**src/hw/rtl/bia_pkg.sv**
```systemverilog
package bia_pkg;

    localparam int MAP_WORDS_DEF = 32;
    localparam int WORD_W        = 32;
    localparam int BIT_W         = 5;
    localparam int ID_W          = 11;
    localparam int STAT_W        = 2;

    localparam logic [WORD_W-1:0] FULL_WORD = 32'hffff_ffff;
    localparam logic [BIT_W-1:0]  BIT_MASK  = 5'h1f;

    typedef enum logic {
        CMD_ALLOC = 1'b0,
        CMD_FREE  = 1'b1
    } t_cmd;

    typedef enum logic [STAT_W-1:0] {
        STAT_OK     = 2'd0,
        STAT_FULL   = 2'd1,
        STAT_BAD_ID = 2'd2
    } t_status;

    typedef struct packed {
        logic vld;
        logic full;
    } t_nf_upd;

    function automatic logic [BIT_W-1:0] lowest_clear_bit(input logic [WORD_W-1:0] w);
        logic [BIT_W-1:0] b;
        b = '0;
        for (int i = WORD_W - 1; i >= 0; i--) begin
            if (!w[i]) begin
                b = BIT_W'(i);
            end
        end
        return b;
    endfunction

endpackage

```
**src/hw/rtl/bia_req_if.sv**
```systemverilog
interface bia_req_if;
    import bia_pkg::*;

    logic             valid;
    logic             ready;
    logic             cmd;
    logic [ID_W-1:0]  free_id;

    modport source (output valid, output cmd, output free_id, input ready);
    modport sink   (input valid, input cmd, input free_id, output ready);
endinterface

```
**src/hw/rtl/bia_rsp_if.sv**
```systemverilog
interface bia_rsp_if;
    import bia_pkg::*;

    logic              valid;
    logic              ready;
    logic [ID_W-1:0]   new_id;
    logic [STAT_W-1:0] status;

    modport source (output valid, output new_id, output status, input ready);
    modport sink   (input valid, input new_id, input status, output ready);
endinterface

```
**src/hw/rtl/bia_ram.sv**
```systemverilog
module bia_ram #(
    parameter int WIDTH = 32,
    parameter int DEPTH = 32
) (
    input  logic                                 i_clk,
    input  logic                                 i_we,
    input  logic [(DEPTH > 1 ? $clog2(DEPTH) : 1)-1:0] i_waddr,
    input  logic [WIDTH-1:0]                     i_wdata,
    input  logic                                 i_re,
    input  logic [(DEPTH > 1 ? $clog2(DEPTH) : 1)-1:0] i_raddr,
    output logic [WIDTH-1:0]                     o_rdata
);
    logic [WIDTH-1:0] r_mem [DEPTH];
    logic [WIDTH-1:0] r_rdata;

    always_ff @(posedge i_clk) begin
        if (i_we) begin
            r_mem[i_waddr] <= i_wdata;
        end
        if (i_re) begin
            r_rdata <= r_mem[i_raddr];
        end
    end

    assign o_rdata = r_rdata;
endmodule

```
**src/hw/rtl/bia_nf_map.sv**
```systemverilog
module bia_nf_map #(
    parameter int MAP_WORDS = bia_pkg::MAP_WORDS_DEF
) (
    input  logic                                         i_clk,
    input  logic                                         i_rst_n,
    input  bia_pkg::t_nf_upd                             i_upd,
    input  logic [(MAP_WORDS > 1 ? $clog2(MAP_WORDS) : 1)-1:0] i_upd_idx,
    output logic                                         o_found,
    output logic [(MAP_WORDS > 1 ? $clog2(MAP_WORDS) : 1)-1:0] o_first
);
    import bia_pkg::*;

    localparam int AW = (MAP_WORDS > 1) ? $clog2(MAP_WORDS) : 1;

    logic [MAP_WORDS-1:0] r_nf;
    logic [MAP_WORDS-1:0] n_nf;
    logic [AW-1:0]        first;

    always_comb begin
        n_nf = r_nf;
        if (i_upd.vld) begin
            n_nf[i_upd_idx] = !i_upd.full;
        end
    end

    always_ff @(posedge i_clk) begin
        if (!i_rst_n) begin
            r_nf <= '1;
        end else begin
            r_nf <= n_nf;
        end
    end

    always_comb begin
        first = '0;
        for (int i = MAP_WORDS - 1; i >= 0; i--) begin
            if (r_nf[i]) begin
                first = AW'(i);
            end
        end
    end

    assign o_found = |r_nf;
    assign o_first = first;
endmodule

```
**src/hw/rtl/bitmap_id_allocator_top.sv**
```systemverilog
// An accepted word is read from one bitmap memory entry into a register; its answer
// is registered onto the result port once that port is free. A new word is not taken
// until the last one's read-modify-write (a read, then a write-back) is through.
// Reset: synchronous, active low; afterwards a clearing pass writes zeros to each of
// the MAP_WORDS bitmap memory entries, during which no request is taken.
module bitmap_id_allocator_top #(
    parameter int MAP_WORDS = bia_pkg::MAP_WORDS_DEF
) (
    input  logic            i_clk,
    input  logic            i_rst_n,
    bia_req_if.sink         i_req,
    bia_rsp_if.source       o_rsp
);
    import bia_pkg::*;

    localparam int AW = (MAP_WORDS > 1) ? $clog2(MAP_WORDS) : 1;

    typedef enum logic [2:0] {
        ST_CLEAR = 3'b001,
        ST_IDLE  = 3'b010,
        ST_MOD   = 3'b100
    } t_state;

    t_state r_state, n_state;
    logic [AW-1:0]     r_clr_idx, n_clr_idx;
    logic              r_cmd, n_cmd;
    logic [AW-1:0]     r_word, n_word;
    logic              r_found, n_found;
    logic              r_bad, n_bad;
    logic [BIT_W-1:0]  r_bit, n_bit;
    logic              r_out_vld, n_out_vld;
    logic [ID_W-1:0]   r_new_id, n_new_id;
    logic [STAT_W-1:0] r_status, n_status;

    logic              accept;
    logic              out_free;
    logic              load;
    logic              nf_found;
    logic [AW-1:0]     nf_first;
    t_nf_upd           nf_upd;
    logic [AW-1:0]     nf_upd_idx;

    logic              ram_we;
    logic [AW-1:0]     ram_waddr;
    logic [WORD_W-1:0] ram_wdata;
    logic              ram_re;
    logic [AW-1:0]     ram_raddr;
    logic [WORD_W-1:0] ram_rdata;

    logic [ID_W-1:0]   fid_bit;
    logic [31:0]       fid_word32;
    logic [AW-1:0]     fid_word;
    logic              fid_bad;
    logic [BIT_W-1:0]  clr_bit;
    logic [WORD_W-1:0] alloc_word;
    logic [WORD_W-1:0] free_word;
    logic [31:0]       id32;

    bia_nf_map #(.MAP_WORDS(MAP_WORDS)) u_nf_map (
        .i_clk     (i_clk),
        .i_rst_n   (i_rst_n),
        .i_upd     (nf_upd),
        .i_upd_idx (nf_upd_idx),
        .o_found   (nf_found),
        .o_first   (nf_first)
    );

    bia_ram #(.WIDTH(WORD_W), .DEPTH(MAP_WORDS)) u_map_ram (
        .i_clk   (i_clk),
        .i_we    (ram_we),
        .i_waddr (ram_waddr),
        .i_wdata (ram_wdata),
        .i_re    (ram_re),
        .i_raddr (ram_raddr),
        .o_rdata (ram_rdata)
    );

    assign i_req.ready = (r_state == ST_IDLE);
    assign accept      = i_req.valid && i_req.ready;
    assign out_free    = !r_out_vld || o_rsp.ready;
    assign load        = (r_state == ST_MOD) && out_free;

    assign fid_bit    = i_req.free_id - ID_W'(1);
    assign fid_word32 = 32'(fid_bit) >> BIT_W;
    assign fid_word   = fid_word32[AW-1:0];
    assign fid_bad    = (i_req.free_id == '0)
                     || (32'(i_req.free_id) > 32'(MAP_WORDS) * 32'(WORD_W));

    assign ram_re    = accept;
    assign ram_raddr = (i_req.cmd == CMD_ALLOC) ? nf_first : fid_word;

    assign clr_bit    = lowest_clear_bit(ram_rdata);
    assign alloc_word = ram_rdata | (WORD_W'(1) << clr_bit);
    assign free_word  = ram_rdata & ~(WORD_W'(1) << (r_bit & BIT_MASK));
    assign id32       = (32'(r_word) << BIT_W) + 32'(clr_bit) + 32'd1;

    always_comb begin
        ram_we     = 1'b0;
        ram_waddr  = r_word;
        ram_wdata  = '0;
        nf_upd     = '0;
        nf_upd_idx = r_word;
        if (r_state == ST_CLEAR) begin
            ram_we    = 1'b1;
            ram_waddr = r_clr_idx;
        end else if (load) begin
            if (r_cmd == CMD_ALLOC) begin
                ram_we      = r_found;
                ram_wdata   = alloc_word;
                nf_upd.vld  = r_found;
                nf_upd.full = (alloc_word == FULL_WORD);
            end else begin
                ram_we      = !r_bad;
                ram_wdata   = free_word;
                nf_upd.vld  = !r_bad;
                nf_upd.full = 1'b0;
            end
        end
    end

    always_comb begin
        n_state   = r_state;
        n_clr_idx = r_clr_idx;
        n_cmd     = r_cmd;
        n_word    = r_word;
        n_found   = r_found;
        n_bad     = r_bad;
        n_bit     = r_bit;
        n_new_id  = r_new_id;
        n_status  = r_status;
        n_out_vld = r_out_vld && !o_rsp.ready;
        case (r_state)
            ST_CLEAR: begin
                n_clr_idx = r_clr_idx + AW'(1);
                if (32'(r_clr_idx) == 32'(MAP_WORDS - 1)) begin
                    n_state = ST_IDLE;
                end
            end
            ST_IDLE: begin
                if (accept) begin
                    n_cmd   = i_req.cmd;
                    n_found = nf_found;
                    n_bad   = fid_bad;
                    n_bit   = fid_bit[BIT_W-1:0];
                    n_word  = (i_req.cmd == CMD_ALLOC) ? nf_first : fid_word;
                    n_state = ST_MOD;
                end
            end
            ST_MOD: begin
                if (out_free) begin
                    n_out_vld = 1'b1;
                    n_new_id  = '0;
                    n_status  = STAT_OK;
                    if (r_cmd == CMD_ALLOC) begin
                        if (r_found) begin
                            n_new_id = id32[ID_W-1:0];
                        end else begin
                            n_status = STAT_FULL;
                        end
                    end else if (r_bad) begin
                        n_status = STAT_BAD_ID;
                    end
                    n_state = ST_IDLE;
                end
            end
            default: begin
                n_state = ST_IDLE;
            end
        endcase
    end

    always_ff @(posedge i_clk) begin
        if (!i_rst_n) begin
            r_state   <= ST_CLEAR;
            r_clr_idx <= '0;
            r_out_vld <= 1'b0;
        end else begin
            r_state   <= n_state;
            r_clr_idx <= n_clr_idx;
            r_out_vld <= n_out_vld;
        end
    end

    always_ff @(posedge i_clk) begin
        r_cmd    <= n_cmd;
        r_word   <= n_word;
        r_found  <= n_found;
        r_bad    <= n_bad;
        r_bit    <= n_bit;
        r_new_id <= n_new_id;
        r_status <= n_status;
    end

    assign o_rsp.valid  = r_out_vld;
    assign o_rsp.new_id = r_new_id;
    assign o_rsp.status = r_status;
endmodule

```
**src/flat_wrapper.sv**
```systemverilog
// flat-port wrapper written by rule: the top's interface ports become plain ports
module bitmap_id_allocator_top_flat import bia_pkg::*;
#(
    parameter int MAP_WORDS = bia_pkg::MAP_WORDS_DEF
)
  (i_clk, i_rst_n, i_req_valid, i_req_cmd, i_req_free_id, i_req_ready, o_rsp_valid, o_rsp_new_id, o_rsp_status, o_rsp_ready);
  bia_req_if i_req_i ();
  bia_rsp_if o_rsp_i ();
  input  logic i_clk;
  input  logic i_rst_n;
  input wire logic [$bits(i_req_i.valid)-1:0] i_req_valid;
  input wire logic [$bits(i_req_i.cmd)-1:0] i_req_cmd;
  input wire logic [$bits(i_req_i.free_id)-1:0] i_req_free_id;
  output wire logic [$bits(i_req_i.ready)-1:0] i_req_ready;
  output wire logic [$bits(o_rsp_i.valid)-1:0] o_rsp_valid;
  output wire logic [$bits(o_rsp_i.new_id)-1:0] o_rsp_new_id;
  output wire logic [$bits(o_rsp_i.status)-1:0] o_rsp_status;
  input wire logic [$bits(o_rsp_i.ready)-1:0] o_rsp_ready;
  assign i_req_i.valid = i_req_valid;
  assign i_req_i.cmd = i_req_cmd;
  assign i_req_i.free_id = i_req_free_id;
  assign i_req_ready = i_req_i.ready;
  assign o_rsp_valid = o_rsp_i.valid;
  assign o_rsp_new_id = o_rsp_i.new_id;
  assign o_rsp_status = o_rsp_i.status;
  assign o_rsp_i.ready = o_rsp_ready;
  bitmap_id_allocator_top #(.MAP_WORDS(MAP_WORDS)) u_core (.i_clk(i_clk), .i_rst_n(i_rst_n), .i_req(i_req_i), .o_rsp(o_rsp_i));
endmodule
```
**config.mk**
```make
export PLATFORM = sky130hd
export DESIGN_NAME = bitmap_id_allocator_top_flat
export DESIGN_NICKNAME = d
export VERILOG_FILES = /design/src/hw/rtl/bia_pkg.sv /design/src/hw/rtl/bia_req_if.sv /design/src/hw/rtl/bia_rsp_if.sv /design/src/hw/rtl/bia_ram.sv /design/src/hw/rtl/bia_nf_map.sv /design/src/hw/rtl/bitmap_id_allocator_top.sv /design/src/flat_wrapper.sv
export SDC_FILE = /design/constraint.sdc
export NUM_CORES = 1
export LEC_CHECK = 0
export ABC_AREA = 1
export CAP_MARGIN = 40
export CORE_MARGIN = 2
export CORE_UTILIZATION = 30
export DETAILED_ROUTE_END_ITERATION = 7
export DONT_BUFFER_PORTS = 1
export GPL_ROUTABILITY_DRIVEN = 0
export GPL_TIMING_DRIVEN = 0
export HOLD_SLACK_MARGIN = 0.06
export PLACE_DENSITY = 0.55
export SYNTH_ARGS = -nofsm -noshare
export SYNTH_HDL_FRONTEND = slang
export SYNTH_HIERARCHICAL = 1
export SYNTH_SLANG_ARGS = --single-unit
```
**constraint.sdc**
```tcl
create_clock -name i_clk -period 4.6 [get_ports i_clk]
set_clock_uncertainty 0.15 [all_clocks]
set_input_delay 0.46 -clock i_clk [delete_from_list [all_inputs] [get_ports i_clk]]
set_output_delay 0.46 -clock i_clk [all_outputs]
set_load 0.02 [all_outputs]
```
==> results.txt <==
Area after DPL -> 52260 um^2
#FFs+latches synth -> 1123
Peak Freq -> 213.2 MHz
Crit Path Class -> register to register
Drt wl/cell -> 22.88 um
Max Cap Viol -> 0
CTS buffer count -> 111
Min Tclk post-route -> 4692 ps
Crit-path most repeated cell -> nand2_1
DRT met1 WL -> 63.38 mm
Final ANT Viol Nets -> 0
Share of layout cells above drive strength 1 -> 13.05%
R2r setup slk -> -90 ps
RSZ-0062 raised after global routing -> yes
Worst reg2reg path depth -> 43
WP buf/inv -> 3
Vias in the first global route -> 31480
Most common flop cell mapped by yosys -> edfxtp_1
Post-synth design cell area -> 47640 um^2
Initial antenna violation count -> 3
Synth cell types -> 40
Final Cycle Share -> 102.0%
Crit path max-delay family -> simple AND/OR/NAND/NOR gates
Area grow syn2layout -> 19.69%
Syn_nets -> 4321
FF-to-FF End -> u_core/u_nf_map/r_nf[5]
Die H -> 402.5 um
Hold Crit Class -> primary input to register
Die area -> 162000 um^2
Routed WL -> 155.0 mm
Status -> finished with violations
# port buffers -> 0
DR top layer -> met4
Filler cells -> 15240
Synth area leaders -> edfxtp_1 (68%), nand2_1 (13%), nand3_1 (8.4%), dfxtp_1 (1.7%), buf_6 (1.6%)
Placed cells -> 6497
Hold path start -> i_req_free_id[7]
Slew @ Worst Pin -> 1215 ps
Synth warnings -> 6
Worst EP required -> 5050 ps
Post-DP HPWL -> 107.8 mm
Mean Syn Cell Area -> 11.09 um^2
Global route overflow -> 0
I/O pins -> 31
Layout Cells excl Fill -> 6775
Clk_lat worst skew -> 740 ps
Failing checks -> negative setup slack
Initial DRC count -> 4014
FF+latch area -> 33310 um^2
Fin nets -> 4629
Via-per-instance ratio -> 5.054
Largest net degree at the start of global routing -> 27
Leak -> 22.34 nW
DR WL met2 -> 69.34 mm
Multi-input gate area -> 12820 um^2
Critical path fanouts, max -> 8
Mapped Cells -> 4296
Root Driver -> clkbuf_16
Pwr Density -> 386.0 nW/um^2
GRT Total Usage -> 18.58%
Maximum VDD drop -> 0.3055 mV
Final hold viol count -> 0
Worst-path clk slew -> 60 ps
Yosys top cell area share -> 68.21%
DRC Markers -> 0
First-pass GRT wire length -> 219.7 mm
DR WL met3 -> 13.88 mm
Slew Viols, Final -> 0
CTS Sinks -> 1123
Num rows -> 146
Pwr Total -> 22.01 mW
Number of synthesized flops with an enable pin -> 1082
Worst reg2reg path startpoint -> u_core/u_map_ram/o_rdata[31]
Die width -> 402.5 um
Core box area -> 158000 um^2
Worst slew margin -> 19.03%
Vias -> 34240
Crit path max-delay cell type -> or4_4
Setup crit end kind -> register
Design Area, Final -> 57020 um^2
Critical Path Max Stage Delay -> 570 ps
Worst setup SP type -> register
Clock buffer depth -> 3
DRT Pass-1 Iters -> 6
CP arrival -> 5140 ps
Hold-critical path endpoint -> u_core/nf_upd_idx[4]
Sequential fraction of the synthesis area -> 69.93%
Hold depth -> 4
Yosys top cell by area -> edfxtp_1
CTS tree -> done
Post-route setup slack -> -91.53 ps
Post-synth ARST share -> 0%
Count of final setup violators -> 30
Starting Density -> 30.15%
Max H-tree Level -> 3
CP startpoint -> u_core/u_map_ram/o_rdata[31]
## area by class of cell
cell class              instances  area share [%]
clock buffers                 129           5.065
flip-flops and latches       1123           58.42
clock inverters                79           1.475
diodes                          4         0.01756
multi-input cells            2804           22.48
repair buffers                195           4.106
inverters                     128          0.9524
plain buffers                 241           2.934
well taps                    2072           4.547
## layout by cell type (no fill, tap or decap), types with 18 or more instances in the layout
master / n
nor2_4: 35
buf_12: 33
clkbuf_16: 114
o211ai_1: 33
nand2_1: 1634
inv_1: 113
dfxtp_1: 41
nand3_1: 804
dlygate4sd3_1: 33
buf_2: 87
clkinv_2: 23
bufinv_16: 18
nor3_4: 22
buf_6: 94
a21oi_1: 61
nor3_1: 29
buf_4: 102
nand4_1: 29
edfxtp_1: 1082
nor2_1: 63
clkinv_1: 33
clkbuf_1: 59
## worst max path at each step
stage               depth (start not counted)                              to
floorplan                                  37    u_core/u_map_ram/r_mem[0][3]
global placement                           35  u_core/u_map_ram/r_mem[30][11]
detailed placement                         42        u_core/u_nf_map/r_nf[17]
CTS                                        43         u_core/u_nf_map/r_nf[8]
global route                               43         u_core/u_nf_map/r_nf[4]
finish                                     43         u_core/u_nf_map/r_nf[5]
## cells by family after synthesis
logic type / share of synthesized area, %
AND/OR/NAND/NOR: 23.41
flip-flops: 69.93
buffers and inverters: 4.560
AO/OA/AOI/OAI: 1.770
adder cells (fa/ha/maj): 0.2364
XOR/XNOR: 0.09195
## registers in the layout, indices dropped and copies added, names as in the netlist
| register | cells |
|---|---|
| u_core/r_state | 3 |
| u_core/r_bit | 5 |
| u_core/nf_upd_idx | 5 |
| u_core/r_found | 1 |
| u_core/o_rsp.status | 2 |
| u_core/r_clr_idx | 5 |
| u_core/r_bad | 1 |
| u_core/r_cmd | 1 |
| u_core/u_nf_map/r_nf | 32 |
| u_core/u_map_ram/o_rdata | 32 |
| u_core/u_map_ram/r_mem | 1024 |
| u_core/o_rsp.valid | 1 |
| u_core/o_rsp.new_id | 11 |
## through the flow
| step | utilization (%) | hold WS [ps] | worst slack (ps) | setup TNS, ps |
|---|---|---|---|---|
| 2_1_floorplan | - | 296.3 | 79.27 | 0 |
| 3_3_place_gp | 31.79 | 307.3 | -4011 | -4306790 |
| 3_5_place_dp | 33.07 | 323.9 | -843.8 | -31420 |
| 4_1_cts | 35.76 | 74.68 | -16.22 | -100.6 |
| 5_1_grt | 36.08 | 150.5 | -363.9 | -12590 |
| 6_report | 36.08 | 105.1 | -91.53 | -2065 |
## report_power, final
group          total (mW)  internal (mW)  switching [mW]
Clock                9.39           5.48            3.91
Sequential           11.1           11.1          0.0145
Combinational        1.47          0.407            1.06
## tightest hold or removal path: stages
cell and delay, ps:
nor4_1 40, nand2_1 60, xor2_1 60, o21ai_0 240
## cells in the mapped netlist, types with 2 or more instances
master	n
clkbuf_1	46
a211oi_1	2
bufinv_8	4
nor3_1	60
or2_2	2
buf_6	66
a21oi_1	63
nor2_1	103
inv_2	5
buf_8	3
xor2_1	3
o211ai_1	33
buf_4	24
ha_1	9
dfxtp_1	41
clkinv_1	4
a31oi_1	7
nand3_1	804
edfxtp_1	1082
nand2_1	1639
buf_1	18
inv_1	114
o21ai_0	15
buf_2	84
nand4_1	29
xnor2_1	2
nand2_2	3
o21bai_1	9
nor4_1	11
## timing repair
item	in CTS	in global routing
gates cloned	2	1
endpoints found under the hold margin	53	0
gates resized for setup	26	47
endpoints found under the setup margin	134	617
setup buffers	5	25
pin swaps	3	50
hold buffers	33	0
## per-layer routing
layer,track usage [%],vias up
met5,0,-
met4,9.412,0
met3,2.609,324
met2,28.94,1708
met1,25.35,16650
li1,-,15560
Note: power is estimated with default switching activity, not from simulation.
